### config.mk
export PLATFORM = sky130hd
export DESIGN_NAME = weighted_receiver_selector
export DESIGN_NICKNAME = d
export VERILOG_FILES = /design/src/rtl/core/wrs_pkg.sv /design/src/rtl/core/wrs_divider.sv /design/src/rtl/core/wrs_table_ram.sv /design/src/rtl/core/weighted_receiver_selector.sv
export VERILOG_INCLUDE_DIRS = /design/src /design/src/rtl/core
export SDC_FILE = /design/constraint.sdc
export NUM_CORES = 2
export LEC_CHECK = 0
export BUFFER_PORTS_ARGS = -buffer_cell sky130_fd_sc_hd__buf_2
export CAP_MARGIN = 20
export CORE_MARGIN = 10
export CORE_UTILIZATION = 40
export CTS_CLUSTER_DIAMETER = 60
export CTS_CLUSTER_SIZE = 10
export DETAILED_ROUTE_END_ITERATION = 12
export GPL_ROUTABILITY_DRIVEN = 0
export GPL_TIMING_DRIVEN = 1
export HOLD_SLACK_MARGIN = 0.12
export SLEW_MARGIN = 10
export SYNTH_ARGS = -nofsm -noshare
export SYNTH_HDL_FRONTEND = slang
export SYNTH_SLANG_ARGS = --single-unit
### constraint.sdc
create_clock -name clk_i -period 9.64 [get_ports clk_i]
set_input_delay 0.482 -clock clk_i [delete_from_list [all_inputs] [get_ports clk_i]]
set_output_delay 0.482 -clock clk_i [all_outputs]
set_load 0.05 [all_outputs]
### src/rtl/core/weighted_receiver_selector_defines.svh
// Assertion macros shared by the weighted receiver selector RTL.
`ifndef WEIGHTED_RECEIVER_SELECTOR_DEFINES_SVH
`define WEIGHTED_RECEIVER_SELECTOR_DEFINES_SVH

// Implication checked on every clock edge outside reset.
`define WRS_ASSERT_IMP(label, clk, rst_n, pre, post) \
  label: assert property (@(posedge clk) disable iff (!rst_n) (pre) |-> (post)) \
    else $error("%m: assertion failed");

// Next-cycle implication checked outside reset.
`define WRS_ASSERT_NEXT(label, clk, rst_n, pre, post) \
  label: assert property (@(posedge clk) disable iff (!rst_n) (pre) |=> (post)) \
    else $error("%m: assertion failed");

`endif

### src/rtl/core/wrs_pkg.sv
//------------------------------------------------------------------------------
// wrs_pkg
// Shared constants and types for the weighted receiver selector.
//------------------------------------------------------------------------------
`timescale 1ns / 1ps

package wrs_pkg;

  localparam int unsigned MaxReceivers = 16;
  localparam int unsigned IdxW         = $clog2(MaxReceivers);
  localparam int unsigned CntW         = $clog2(MaxReceivers + 1);
  localparam int unsigned WeightW      = 17;
  localparam int unsigned IdW          = 8;
  localparam logic [WeightW-1:0] FullWeight = 17'd65536;
  localparam logic [13:0] DrawScale   = 14'd10000;

  localparam logic [2:0] ActAddEqual    = 3'd0;
  localparam logic [2:0] ActAddWeighted = 3'd1;
  localparam logic [2:0] ActRemove      = 3'd2;
  localparam logic [2:0] ActDraw        = 3'd3;
  localparam logic [2:0] ActRead        = 3'd4;

  localparam logic [2:0] StOk     = 3'd0;
  localparam logic [2:0] StFull   = 3'd1;
  localparam logic [2:0] StDup    = 3'd2;
  localparam logic [2:0] StAbsent = 3'd3;
  localparam logic [2:0] StNone   = 3'd4;

  // Request to the divider: quotient = num / den, num up to 34 bits.
  typedef struct packed {
    logic        start;
    logic [33:0] num;
    logic [16:0] den;
  } div_req_t;

  typedef struct packed {
    logic        done;
    logic [33:0] quo;
  } div_rsp_t;

endpackage

### src/rtl/core/wrs_divider.sv
//------------------------------------------------------------------------------
// wrs_divider
// Restoring divider, one quotient bit per cycle.
//------------------------------------------------------------------------------
`timescale 1ns / 1ps

module wrs_divider
  import wrs_pkg::*;
(
  input  logic     clk_i,
  input  logic     rst_ni,
  input  div_req_t req_i,
  output div_rsp_t rsp_o
);

  logic [33:0] quo_q, quo_d;
  logic [17:0] rem_q, rem_d;
  logic [16:0] den_q, den_d;
  logic [5:0]  cnt_q, cnt_d;
  logic        busy_q, busy_d;
  logic        done_q, done_d;
  logic [17:0] trial;

  always_comb begin
    quo_d  = quo_q;
    rem_d  = rem_q;
    den_d  = den_q;
    cnt_d  = cnt_q;
    busy_d = busy_q;
    done_d = 1'b0;
    trial  = {rem_q[16:0], quo_q[33]};
    if (req_i.start) begin
      quo_d  = req_i.num;
      rem_d  = '0;
      den_d  = req_i.den;
      cnt_d  = 6'd34;
      busy_d = 1'b1;
    end else if (busy_q) begin
      if (trial >= {1'b0, den_q}) begin
        rem_d = trial - {1'b0, den_q};
        quo_d = {quo_q[32:0], 1'b1};
      end else begin
        rem_d = trial;
        quo_d = {quo_q[32:0], 1'b0};
      end
      cnt_d = cnt_q - 6'd1;
      if (cnt_q == 6'd1) begin
        busy_d = 1'b0;
        done_d = 1'b1;
      end
    end
  end

  always_ff @(posedge clk_i or negedge rst_ni) begin
    if (!rst_ni) begin
      busy_q <= 1'b0;
      done_q <= 1'b0;
      cnt_q  <= '0;
    end else begin
      busy_q <= busy_d;
      done_q <= done_d;
      cnt_q  <= cnt_d;
    end
  end

  always_ff @(posedge clk_i) begin
    quo_q <= quo_d;
    rem_q <= rem_d;
    den_q <= den_d;
  end

  assign rsp_o.done = done_q;
  assign rsp_o.quo  = quo_q;

endmodule

### src/rtl/core/wrs_table_ram.sv
//------------------------------------------------------------------------------
// wrs_table_ram
// Receiver table: id and weight per slot, one write and one registered read.
//------------------------------------------------------------------------------
`timescale 1ns / 1ps

module wrs_table_ram
  import wrs_pkg::*;
(
  input  logic               clk_i,
  input  logic               we_i,
  input  logic [IdxW-1:0]    waddr_i,
  input  logic [IdW-1:0]     wid_i,
  input  logic [WeightW-1:0] wweight_i,
  input  logic [IdxW-1:0]    raddr_i,
  output logic [IdW-1:0]     rid_o,
  output logic [WeightW-1:0] rweight_o
);

  logic [IdW+WeightW-1:0] mem [MaxReceivers];
  logic [IdW+WeightW-1:0] rdata_q;

  always_ff @(posedge clk_i) begin
    if (we_i) begin
      mem[waddr_i] <= {wid_i, wweight_i};
    end
    rdata_q <= mem[raddr_i];
  end

  assign rid_o     = rdata_q[IdW+WeightW-1:WeightW];
  assign rweight_o = rdata_q[WeightW-1:0];

endmodule

### src/rtl/core/weighted_receiver_selector.sv
//------------------------------------------------------------------------------
// weighted_receiver_selector
// Sorted receiver table with weight rescaling and cumulative weighted draw.
//------------------------------------------------------------------------------
// Channel  Dir  tdata fields (low bit first)                  tuser
// s_axis   in   receiver_id, new_weight, random_value, slot_index  action
// m_axis   out  status, out_id, out_weight, slot_valid, entry_total  -
//
// One request at a time. Each request makes passes over the table RAM; a rescale
// or shift reads a slot and then writes it back. Remove runs each remaining slot
// through the 34-step divider unless the removed entry held the full weight.
// Reset clears the entry count and the control state but not the table.
// The result sits in an output register, so the next request is taken while
// it waits; a finished request holds until that register is free.
`timescale 1ns / 1ps

module weighted_receiver_selector
  import wrs_pkg::*;
(
  input  logic        clk_i,
  input  logic        rst_ni,
  input  logic        s_axis_tvalid,
  output logic        s_axis_tready,
  // receiver_id[7:0], new_weight[24:8], random_value[38:25], slot_index[42:39]
  input  logic [47:0] s_axis_tdata,
  // action[2:0]
  input  logic [2:0]  s_axis_tuser,
  output logic        m_axis_tvalid,
  input  logic        m_axis_tready,
  // status[2:0], out_id[10:3], out_weight[27:11], slot_valid[28], entry_total[33:29]
  output logic [39:0] m_axis_tdata
);

`include "weighted_receiver_selector_defines.svh"

  typedef enum logic [3:0] {
    S_IDLE, S_SCAN_RD, S_SCAN_CHK, S_DECIDE, S_SCALE_RD, S_SCALE_DIV,
    S_SCALE_WAIT, S_SHIFT_RD, S_SHIFT_WR, S_DRAW_RD, S_DRAW_CHK, S_DONE
  } state_e;

  state_e state_q;

  logic [2:0]         act_q;
  logic [IdW-1:0]     id_q;
  logic [WeightW-1:0] p_q;
  logic [13:0]        rnd_q;
  logic [CntW-1:0]    cnt_q;
  logic [CntW-1:0]    i_q;
  logic [CntW-1:0]    pos_q;
  logic               found_q;
  logic [WeightW-1:0] d_q;
  logic [WeightW-1:0] eqw_q;
  logic [20:0]        sum_q;
  logic [WeightW-1:0] w_hold_q;
  logic               out_busy_q;
  logic [2:0]         o_status_q;
  logic [IdW-1:0]     o_id_q;
  logic [WeightW-1:0] o_weight_q;
  logic               o_valid_q;
  logic [2:0]         out_status_q;
  logic [IdW-1:0]     out_id_q;
  logic [WeightW-1:0] out_weight_q;
  logic               out_valid_q;
  logic [CntW-1:0]    out_total_q;

  logic               we;
  logic [IdxW-1:0]    waddr, raddr;
  logic [IdW-1:0]     wid, rid;
  logic [WeightW-1:0] wweight, rweight;
  div_req_t           dreq;
  div_rsp_t           drsp;
  logic [20:0]        sum_n;
  logic [WeightW-1:0] scaled;
  logic [32:0]        scale_prod;
  logic               out_load;

  // Equal share floor(65536 / (n + 1)) when n entries are already present.
  function automatic logic [WeightW-1:0] eq_weight(input logic [IdxW-1:0] n);
    logic [WeightW-1:0] w;
    case (n)
      4'd0:    w = 17'd65536;
      4'd1:    w = 17'd32768;
      4'd2:    w = 17'd21845;
      4'd3:    w = 17'd16384;
      4'd4:    w = 17'd13107;
      4'd5:    w = 17'd10922;
      4'd6:    w = 17'd9362;
      4'd7:    w = 17'd8192;
      4'd8:    w = 17'd7281;
      4'd9:    w = 17'd6553;
      4'd10:   w = 17'd5957;
      4'd11:   w = 17'd5461;
      4'd12:   w = 17'd5041;
      4'd13:   w = 17'd4681;
      4'd14:   w = 17'd4369;
      default: w = 17'd4096;
    endcase
    return w;
  endfunction

  wrs_table_ram u_ram (
    .clk_i    (clk_i),
    .we_i     (we),
    .waddr_i  (waddr),
    .wid_i    (wid),
    .wweight_i(wweight),
    .raddr_i  (raddr),
    .rid_o    (rid),
    .rweight_o(rweight)
  );

  wrs_divider u_div (
    .clk_i (clk_i),
    .rst_ni(rst_ni),
    .req_i (dreq),
    .rsp_o (drsp)
  );

  assign s_axis_tready = (state_q == S_IDLE);
  assign m_axis_tvalid = out_busy_q;
  assign m_axis_tdata  = {6'd0, out_total_q, out_valid_q, out_weight_q, out_id_q,
                          out_status_q};
  // An insert reads the slot below the one it writes.
  assign raddr         = (state_q == S_SHIFT_RD && act_q != ActRemove)
                         ? i_q[IdxW-1:0] - IdxW'(1) : i_q[IdxW-1:0];
  assign sum_n         = sum_q + {4'd0, rweight};
  assign scaled        = (drsp.quo > {17'd0, FullWeight}) ? FullWeight : drsp.quo[16:0];
  assign scale_prod    = 33'(rweight) * 33'(FullWeight - p_q);
  assign out_load      = (state_q == S_DONE) && (!out_busy_q || m_axis_tready);

  // Table writes and divider starts are combinational from state.
  always_comb begin
    we      = 1'b0;
    waddr   = i_q[IdxW-1:0];
    wid     = rid;
    wweight = rweight;
    dreq    = '0;
    unique case (state_q)
      S_SCALE_DIV: begin
        if (act_q == ActAddEqual) begin
          we      = 1'b1;
          wweight = eqw_q;
        end else if (act_q == ActAddWeighted) begin
          we      = 1'b1;
          wweight = scale_prod[32:16];
        end else if (d_q < FullWeight) begin
          dreq.start = 1'b1;
          dreq.num   = {rweight, 17'd0} >> 1;
          dreq.den   = FullWeight - d_q;
        end else begin
          we      = 1'b1;
          wweight = (rweight != '0) ? FullWeight : '0;
        end
      end
      S_SCALE_WAIT: begin
        we      = drsp.done;
        wweight = scaled;
      end
      S_SHIFT_WR: begin
        we = 1'b1;
        if (act_q == ActRemove) begin
          waddr = i_q[IdxW-1:0] - IdxW'(1);
        end else if (i_q == pos_q) begin
          wid     = id_q;
          wweight = w_hold_q;
        end
      end
      default: ;
    endcase
  end

  always_ff @(posedge clk_i or negedge rst_ni) begin
    if (!rst_ni) begin
      state_q    <= S_IDLE;
      cnt_q      <= '0;
      out_busy_q <= 1'b0;
    end else begin
      if (out_load) out_busy_q <= 1'b1;
      else if (m_axis_tvalid && m_axis_tready) out_busy_q <= 1'b0;
      unique case (state_q)
        S_IDLE: begin
          if (s_axis_tvalid && s_axis_tready) begin
            act_q      <= s_axis_tuser;
            id_q       <= s_axis_tdata[7:0];
            p_q        <= (s_axis_tdata[24:8] > FullWeight) ? FullWeight : s_axis_tdata[24:8];
            rnd_q      <= s_axis_tdata[38:25];
            i_q        <= (s_axis_tuser == ActRead) ? {1'b0, s_axis_tdata[42:39]} : '0;
            pos_q      <= cnt_q;
            found_q    <= 1'b0;
            sum_q      <= '0;
            o_status_q <= StOk;
            o_id_q     <= '0;
            o_weight_q <= '0;
            o_valid_q  <= 1'b0;
            unique case (s_axis_tuser)
              ActAddEqual, ActAddWeighted, ActRemove: state_q <= S_SCAN_RD;
              ActDraw: state_q <= S_DRAW_RD;
              ActRead: begin
                if ({1'b0, s_axis_tdata[42:39]} < cnt_q) state_q <= S_DRAW_RD;
                else state_q <= S_DONE;
              end
              default: state_q <= S_DONE;
            endcase
          end
        end
        // Find the id (or the first larger id) for inserts and removes.
        S_SCAN_RD: begin
          if (i_q >= cnt_q) state_q <= S_DECIDE;
          else state_q <= S_SCAN_CHK;
        end
        S_SCAN_CHK: begin
          if (rid == id_q) begin
            found_q <= 1'b1;
            pos_q   <= i_q;
            d_q     <= rweight;
            state_q <= S_DECIDE;
          end else begin
            if (rid > id_q && pos_q == cnt_q) pos_q <= i_q;
            i_q     <= i_q + CntW'(1);
            state_q <= S_SCAN_RD;
          end
        end
        S_DECIDE: begin
          if (act_q == ActRemove) begin
            if (!found_q) begin
              o_status_q <= StAbsent;
              state_q    <= S_DONE;
            end else begin
              i_q     <= pos_q + CntW'(1);
              state_q <= S_SHIFT_RD;
            end
          end else if (found_q) begin
            o_status_q <= StDup;
            state_q    <= S_DONE;
          end else if (cnt_q >= CntW'(MaxReceivers)) begin
            o_status_q <= StFull;
            state_q    <= S_DONE;
          end else begin
            if (act_q == ActAddEqual) begin
              eqw_q    <= eq_weight(cnt_q[IdxW-1:0]);
              w_hold_q <= eq_weight(cnt_q[IdxW-1:0]);
            end else begin
              w_hold_q <= (cnt_q == '0) ? FullWeight : p_q;
            end
            i_q     <= '0;
            state_q <= S_SCALE_RD;
          end
        end
        // Rescale every present entry: read, compute, write back.
        S_SCALE_RD: begin
          if (i_q >= cnt_q) begin
            if (act_q == ActRemove) begin
              state_q <= S_DONE;
            end else begin
              i_q     <= cnt_q;
              state_q <= (pos_q == cnt_q) ? S_SHIFT_WR : S_SHIFT_RD;
            end
          end else begin
            state_q <= S_SCALE_DIV;
          end
        end
        S_SCALE_DIV: begin
          if (we) begin
            i_q     <= i_q + CntW'(1);
            state_q <= S_SCALE_RD;
          end else begin
            state_q <= S_SCALE_WAIT;
          end
        end
        S_SCALE_WAIT: begin
          if (drsp.done) begin
            i_q     <= i_q + CntW'(1);
            state_q <= S_SCALE_RD;
          end
        end
        // Shift entries: up from the end on insert, down after a remove.
        S_SHIFT_RD: begin
          if (act_q == ActRemove) begin
            if (i_q >= cnt_q) begin
              cnt_q   <= cnt_q - CntW'(1);
              i_q     <= '0;
              state_q <= S_SCALE_RD;
            end else begin
              state_q <= S_SHIFT_WR;
            end
          end else begin
            state_q <= S_SHIFT_WR;
          end
        end
        S_SHIFT_WR: begin
          if (act_q == ActRemove) begin
            i_q     <= i_q + CntW'(1);
            state_q <= S_SHIFT_RD;
          end else if (i_q == pos_q) begin
            cnt_q   <= cnt_q + CntW'(1);
            state_q <= S_DONE;
          end else begin
            i_q     <= i_q - CntW'(1);
            state_q <= ((i_q - CntW'(1)) == pos_q) ? S_SHIFT_WR : S_SHIFT_RD;
          end
        end
        // Draw walk, also used for a single-slot read.
        S_DRAW_RD: begin
          if (act_q == ActDraw && i_q >= cnt_q) begin
            o_status_q <= StNone;
            state_q    <= S_DONE;
          end else begin
            state_q <= S_DRAW_CHK;
          end
        end
        S_DRAW_CHK: begin
          if (act_q == ActRead) begin
            o_valid_q  <= 1'b1;
            o_id_q     <= rid;
            o_weight_q <= rweight;
            state_q    <= S_DONE;
          end else begin
            sum_q <= sum_n;
            if (35'(sum_n) * 35'(DrawScale) > 35'({rnd_q, 16'd0})) begin
              o_id_q     <= rid;
              o_weight_q <= rweight;
              state_q    <= S_DONE;
            end else begin
              i_q     <= i_q + CntW'(1);
              state_q <= S_DRAW_RD;
            end
          end
        end
        S_DONE: begin
          if (out_load) begin
            state_q <= S_IDLE;
          end
        end
        default: state_q <= S_IDLE;
      endcase
    end
  end

  always_ff @(posedge clk_i) begin
    if (out_load) begin
      out_status_q <= o_status_q;
      out_id_q     <= o_id_q;
      out_weight_q <= o_weight_q;
      out_valid_q  <= o_valid_q;
      out_total_q  <= cnt_q;
    end
  end

  `WRS_ASSERT_IMP(a_cnt_range, clk_i, rst_ni, 1'b1, cnt_q <= CntW'(MaxReceivers))
  `WRS_ASSERT_NEXT(a_hold_out, clk_i, rst_ni, m_axis_tvalid && !m_axis_tready, m_axis_tvalid && $stable(m_axis_tdata))
  `WRS_ASSERT_NEXT(a_done_out, clk_i, rst_ni, out_load, out_busy_q)
  `WRS_ASSERT_IMP(a_wr_inrange, clk_i, rst_ni, we, {1'b0, waddr} <= cnt_q)

endmodule
==> impl_results.md <==
* Most frequent cells in the layout: edfxtp_1 (639), inv_1 (487), nand2_1 (349), fa_1 (292), ha_1 (279)
* Setup TNS at 0 ns
* R2R depth at 26
* Setup bufs post-CTS at 0
* Tmin final at 9.30 ns
* Largest family of logic cells by synthesized area: adder cells
* Critical Path RT at 10.00 ns
* Status: finished clean
* Hold Crit Class: input pin to flop
* CP Class: flop to flop
* Dpl ws at 0.355 ns
* Slowest CP cell: or4_1
* Via density at 5.41
* Post-synthesis compound-gate area fraction at 6.57%
* Post-Layout Inst Area at 0.0495 mm2
* Final Worst Setup Slack at 0.343 ns
* Largest net degree at the start of global routing at 101
* Initial antenna violation count at 9
* Sequential-to-total area share from yosys stat at 46.7%
* IO Pins at 97
* Fillers at 9829
* DR DRC count at 0
* Hold Startpoint: s_axis_tdata[9]
* Post-DR wirelength/cell at 22.1 um
* Final setup fails at 0
* RR Startpoint: p_q[7]
* Distinct cells, synth at 85
* Worst slew pin tran at 1.06 ns
* GRT Overall Usage at 18.7%
* Site Rows at 121
* Worst clock skew at 0.0571 ns
* Post-DP HPWL at 77000 um
* Main synth FF type: edfxtp_1
* Synth warn at 0
* Via count at 28124
* Final antenna-violating net count at 0
* Synth Register Bits at 699
* First-pass GRT wire length at 175000 um
* Xor and xnor area share after synthesis at 2.52%
* DRT Pass-1 Iters at 6
* Post-Synth Simple-Gate Area at 10.3%
* # port buffers at 85
* Most common cell after layout, fill and taps aside: edfxtp_1
* Area Growth Syn to Fin at 12.8%
* CTS Buf Count at 85
* Hold path cells at 2
* Die ar. at 0.123 mm2
* Relative slew slack at 28.9%
* Fin crit share at 96.4%
* Nets at 4340
* Syn Std Cell Area at 0.0438 mm2
* Routed Wire Length at 115000 um
* Startpoint Class: flop
* Critical path's largest stage delay at 0.62 ns
* # Max-Cap Violations at 0
* Sequential Area at 0.0205 mm2
* Most frequent CP cell: fa_1
* Starting Density at 40.3%
* Post-synth EDFFs at 639
* CTS sink count at 699
* Worst Hold End: p_q[1]
* Core area at 0.109 mm2
* Avg Cell Area, Syn at 12.4 um2
* Die W at 351 um
* Vert. Die Dim at 351 um
* Max-slew violations at 0
* RSZ-0062 raised after global routing: false
* Final Core Density at 45.5%
* Worst-Skew Late Latency at 0.68 ns
* GRT overflow at 0
* Clk pin slew, worst setup/hold paths at 0.06 ns
* H-tree levels at 3
* Clock Tree Root: clkbuf_16
* 1st-iter DRT viols at 2328
* Vias in the first global route at 28835
* R2r setup slk at 0.34 ns
* CTS tree: yes
* Layout cell share with drive strength beyond 1 at 13.2%
* Clk buf depth at 3
* Max FO, Critical Path at 16
* Area occupied by multi-input gates at 0.0212 mm2
* Fmax at 108 MHz
* Post-DP Area at 0.0464 mm2
* Final hold violations at 0
* Worst Path Arrival at 9.65 ns
* R2R Path End: u_ram.mem[5][15]
* Syn Inst Count at 3550
* Crit end category: flop
* Post-synth ARST share at 2.58%
* Adder-Cell Fraction of Synth Area at 21.3%
* Post-synthesis mux area share at 7.09%
[stage by stage]
step / hold WS (ns) / instances
finish: 0.155 / 5199
floorplan: 0.186 / 3555
CTS: 0.121 / 5194
global placement: 0.404 / 5005
detailed placement: 0.405 / 5007
global route: 0.134 / 5197
[worst max-delay path by stage]
stage                     startpoint                to  slack (ns)  depth (start not counted)
floorplan           u_ram.rdata_q[1]         o_id_q[0]        0.80                         35
global placement            sum_q[0]     o_weight_q[0]        0.54                         36
detailed placement          sum_q[0]         o_id_q[3]        0.35                         36
CTS                         sum_q[0]    o_weight_q[13]        0.29                         36
global route                  p_q[7]  u_ram.mem[5][15]        0.01                         26
finish                        p_q[7]  u_ram.mem[5][15]        0.34                         26
[repair_timing]
action,CTS,global route
hold buffers,31,0
gates resized for setup,0,6
hold endpoints to repair,48,0
endpoints found under the setup margin,0,62
[sequential cells by signal (all words and copies together), names as in the netlist, 4 cells and up]
signal	cells
out_total_q	5
cnt_q	5
o_id_q	8
out_weight_q	17
u_div.cnt_q	6
rnd_q	14
d_q	17
o_weight_q	17
w_hold_q	17
u_div.den_q	17
state_q	4
u_ram.rdata_q	25
p_q	17
u_div.rem_q	17
i_q	5
u_ram.mem	400
id_q	8
eqw_q	17
u_div.quo_q	34
pos_q	5
out_id_q	8
sum_q	21
[cells in the mapped netlist (all sizes together), types with 6 or more instances]
cell type    n  area share, %
edfxtp     639             44
inv        488            4.2
nand2      350            3.0
fa         292             13
ha         279            8.0
nor2       160            1.4
mux4       125            6.4
a21oi      118            1.4
and2       116            1.7
clkbuf     116           0.99
o21ai      115            1.3
xnor2       76            1.5
nor3        54           0.63
xor2        50            1.0
a21o        42           0.72
dfxtp       42            1.9
and3        41           0.59
nor2b       40           0.57
nand3       33           0.39
nor4        30           0.43
buf         29           0.38
nand2b      25           0.36
a22o        23           0.46
mux2i       19           0.43
dfrtp       18            1.0
or2         18           0.26
nand4       17           0.24
o31ai       14           0.24
o21a        13           0.22
or3         11           0.18
a211oi      10           0.18
a31oi        9           0.13
mux2         9           0.23
a2111oi      8           0.16
o211ai       8           0.14
a211o        7           0.14
a221oi       7           0.18
a22oi        7           0.12
o21bai       7           0.12
o22ai        6          0.086
or4          6           0.12
[area by class of cell]
cell class | count | share of cell area (%)
tap | 1414 | 3.58
timing repair buffer | 217 | 3.10
inverter | 490 | 3.72
sequential | 699 | 41.4
antenna | 2 | 0.0101
clock inverter | 18 | 0.584
multi-input combinational | 2221 | 42.8
clock buffer | 138 | 4.78
[cell families after synthesis]
| logic type | after synthesis |
|---|---|
| buffers and inverters | 635 |
| xor gates and xnor gates | 126 |
| adders and majority gates | 571 |
| AOI/OAI and AO/OA | 441 |
| other | 1 |
| DFF | 699 |
| and+or+nand+nor | 924 |
| muxes | 153 |
[critical path, delay by kind of cell (launching register included)]
family,cells,cell delay (ns)
and+or+nand+nor,7,2.50
buffers and inverters,3,0.16
DFF,1,0.50
xor gates and xnor gates,1,0.49
AOI/OAI and AO/OA,8,2.13
adders and majority gates,7,3.22
[per-layer routing]
| metal | global-route usage (%) | vias to the layer above | routed length, um |
|---|---|---|---|
| met5 | 0 | - | 50 |
| met4 | 7.18 | 8 | 4330 |
| met3 | 3.56 | 222 | 8500 |
| met2 | 30.5 | 911 | 54300 |
| met1 | 24.7 | 14264 | 47900 |
| li1 | - | 12719 | - |
Power is not shown: default switching activity piles up to over one toggle a cycle in this logic, so the estimate is an artifact.
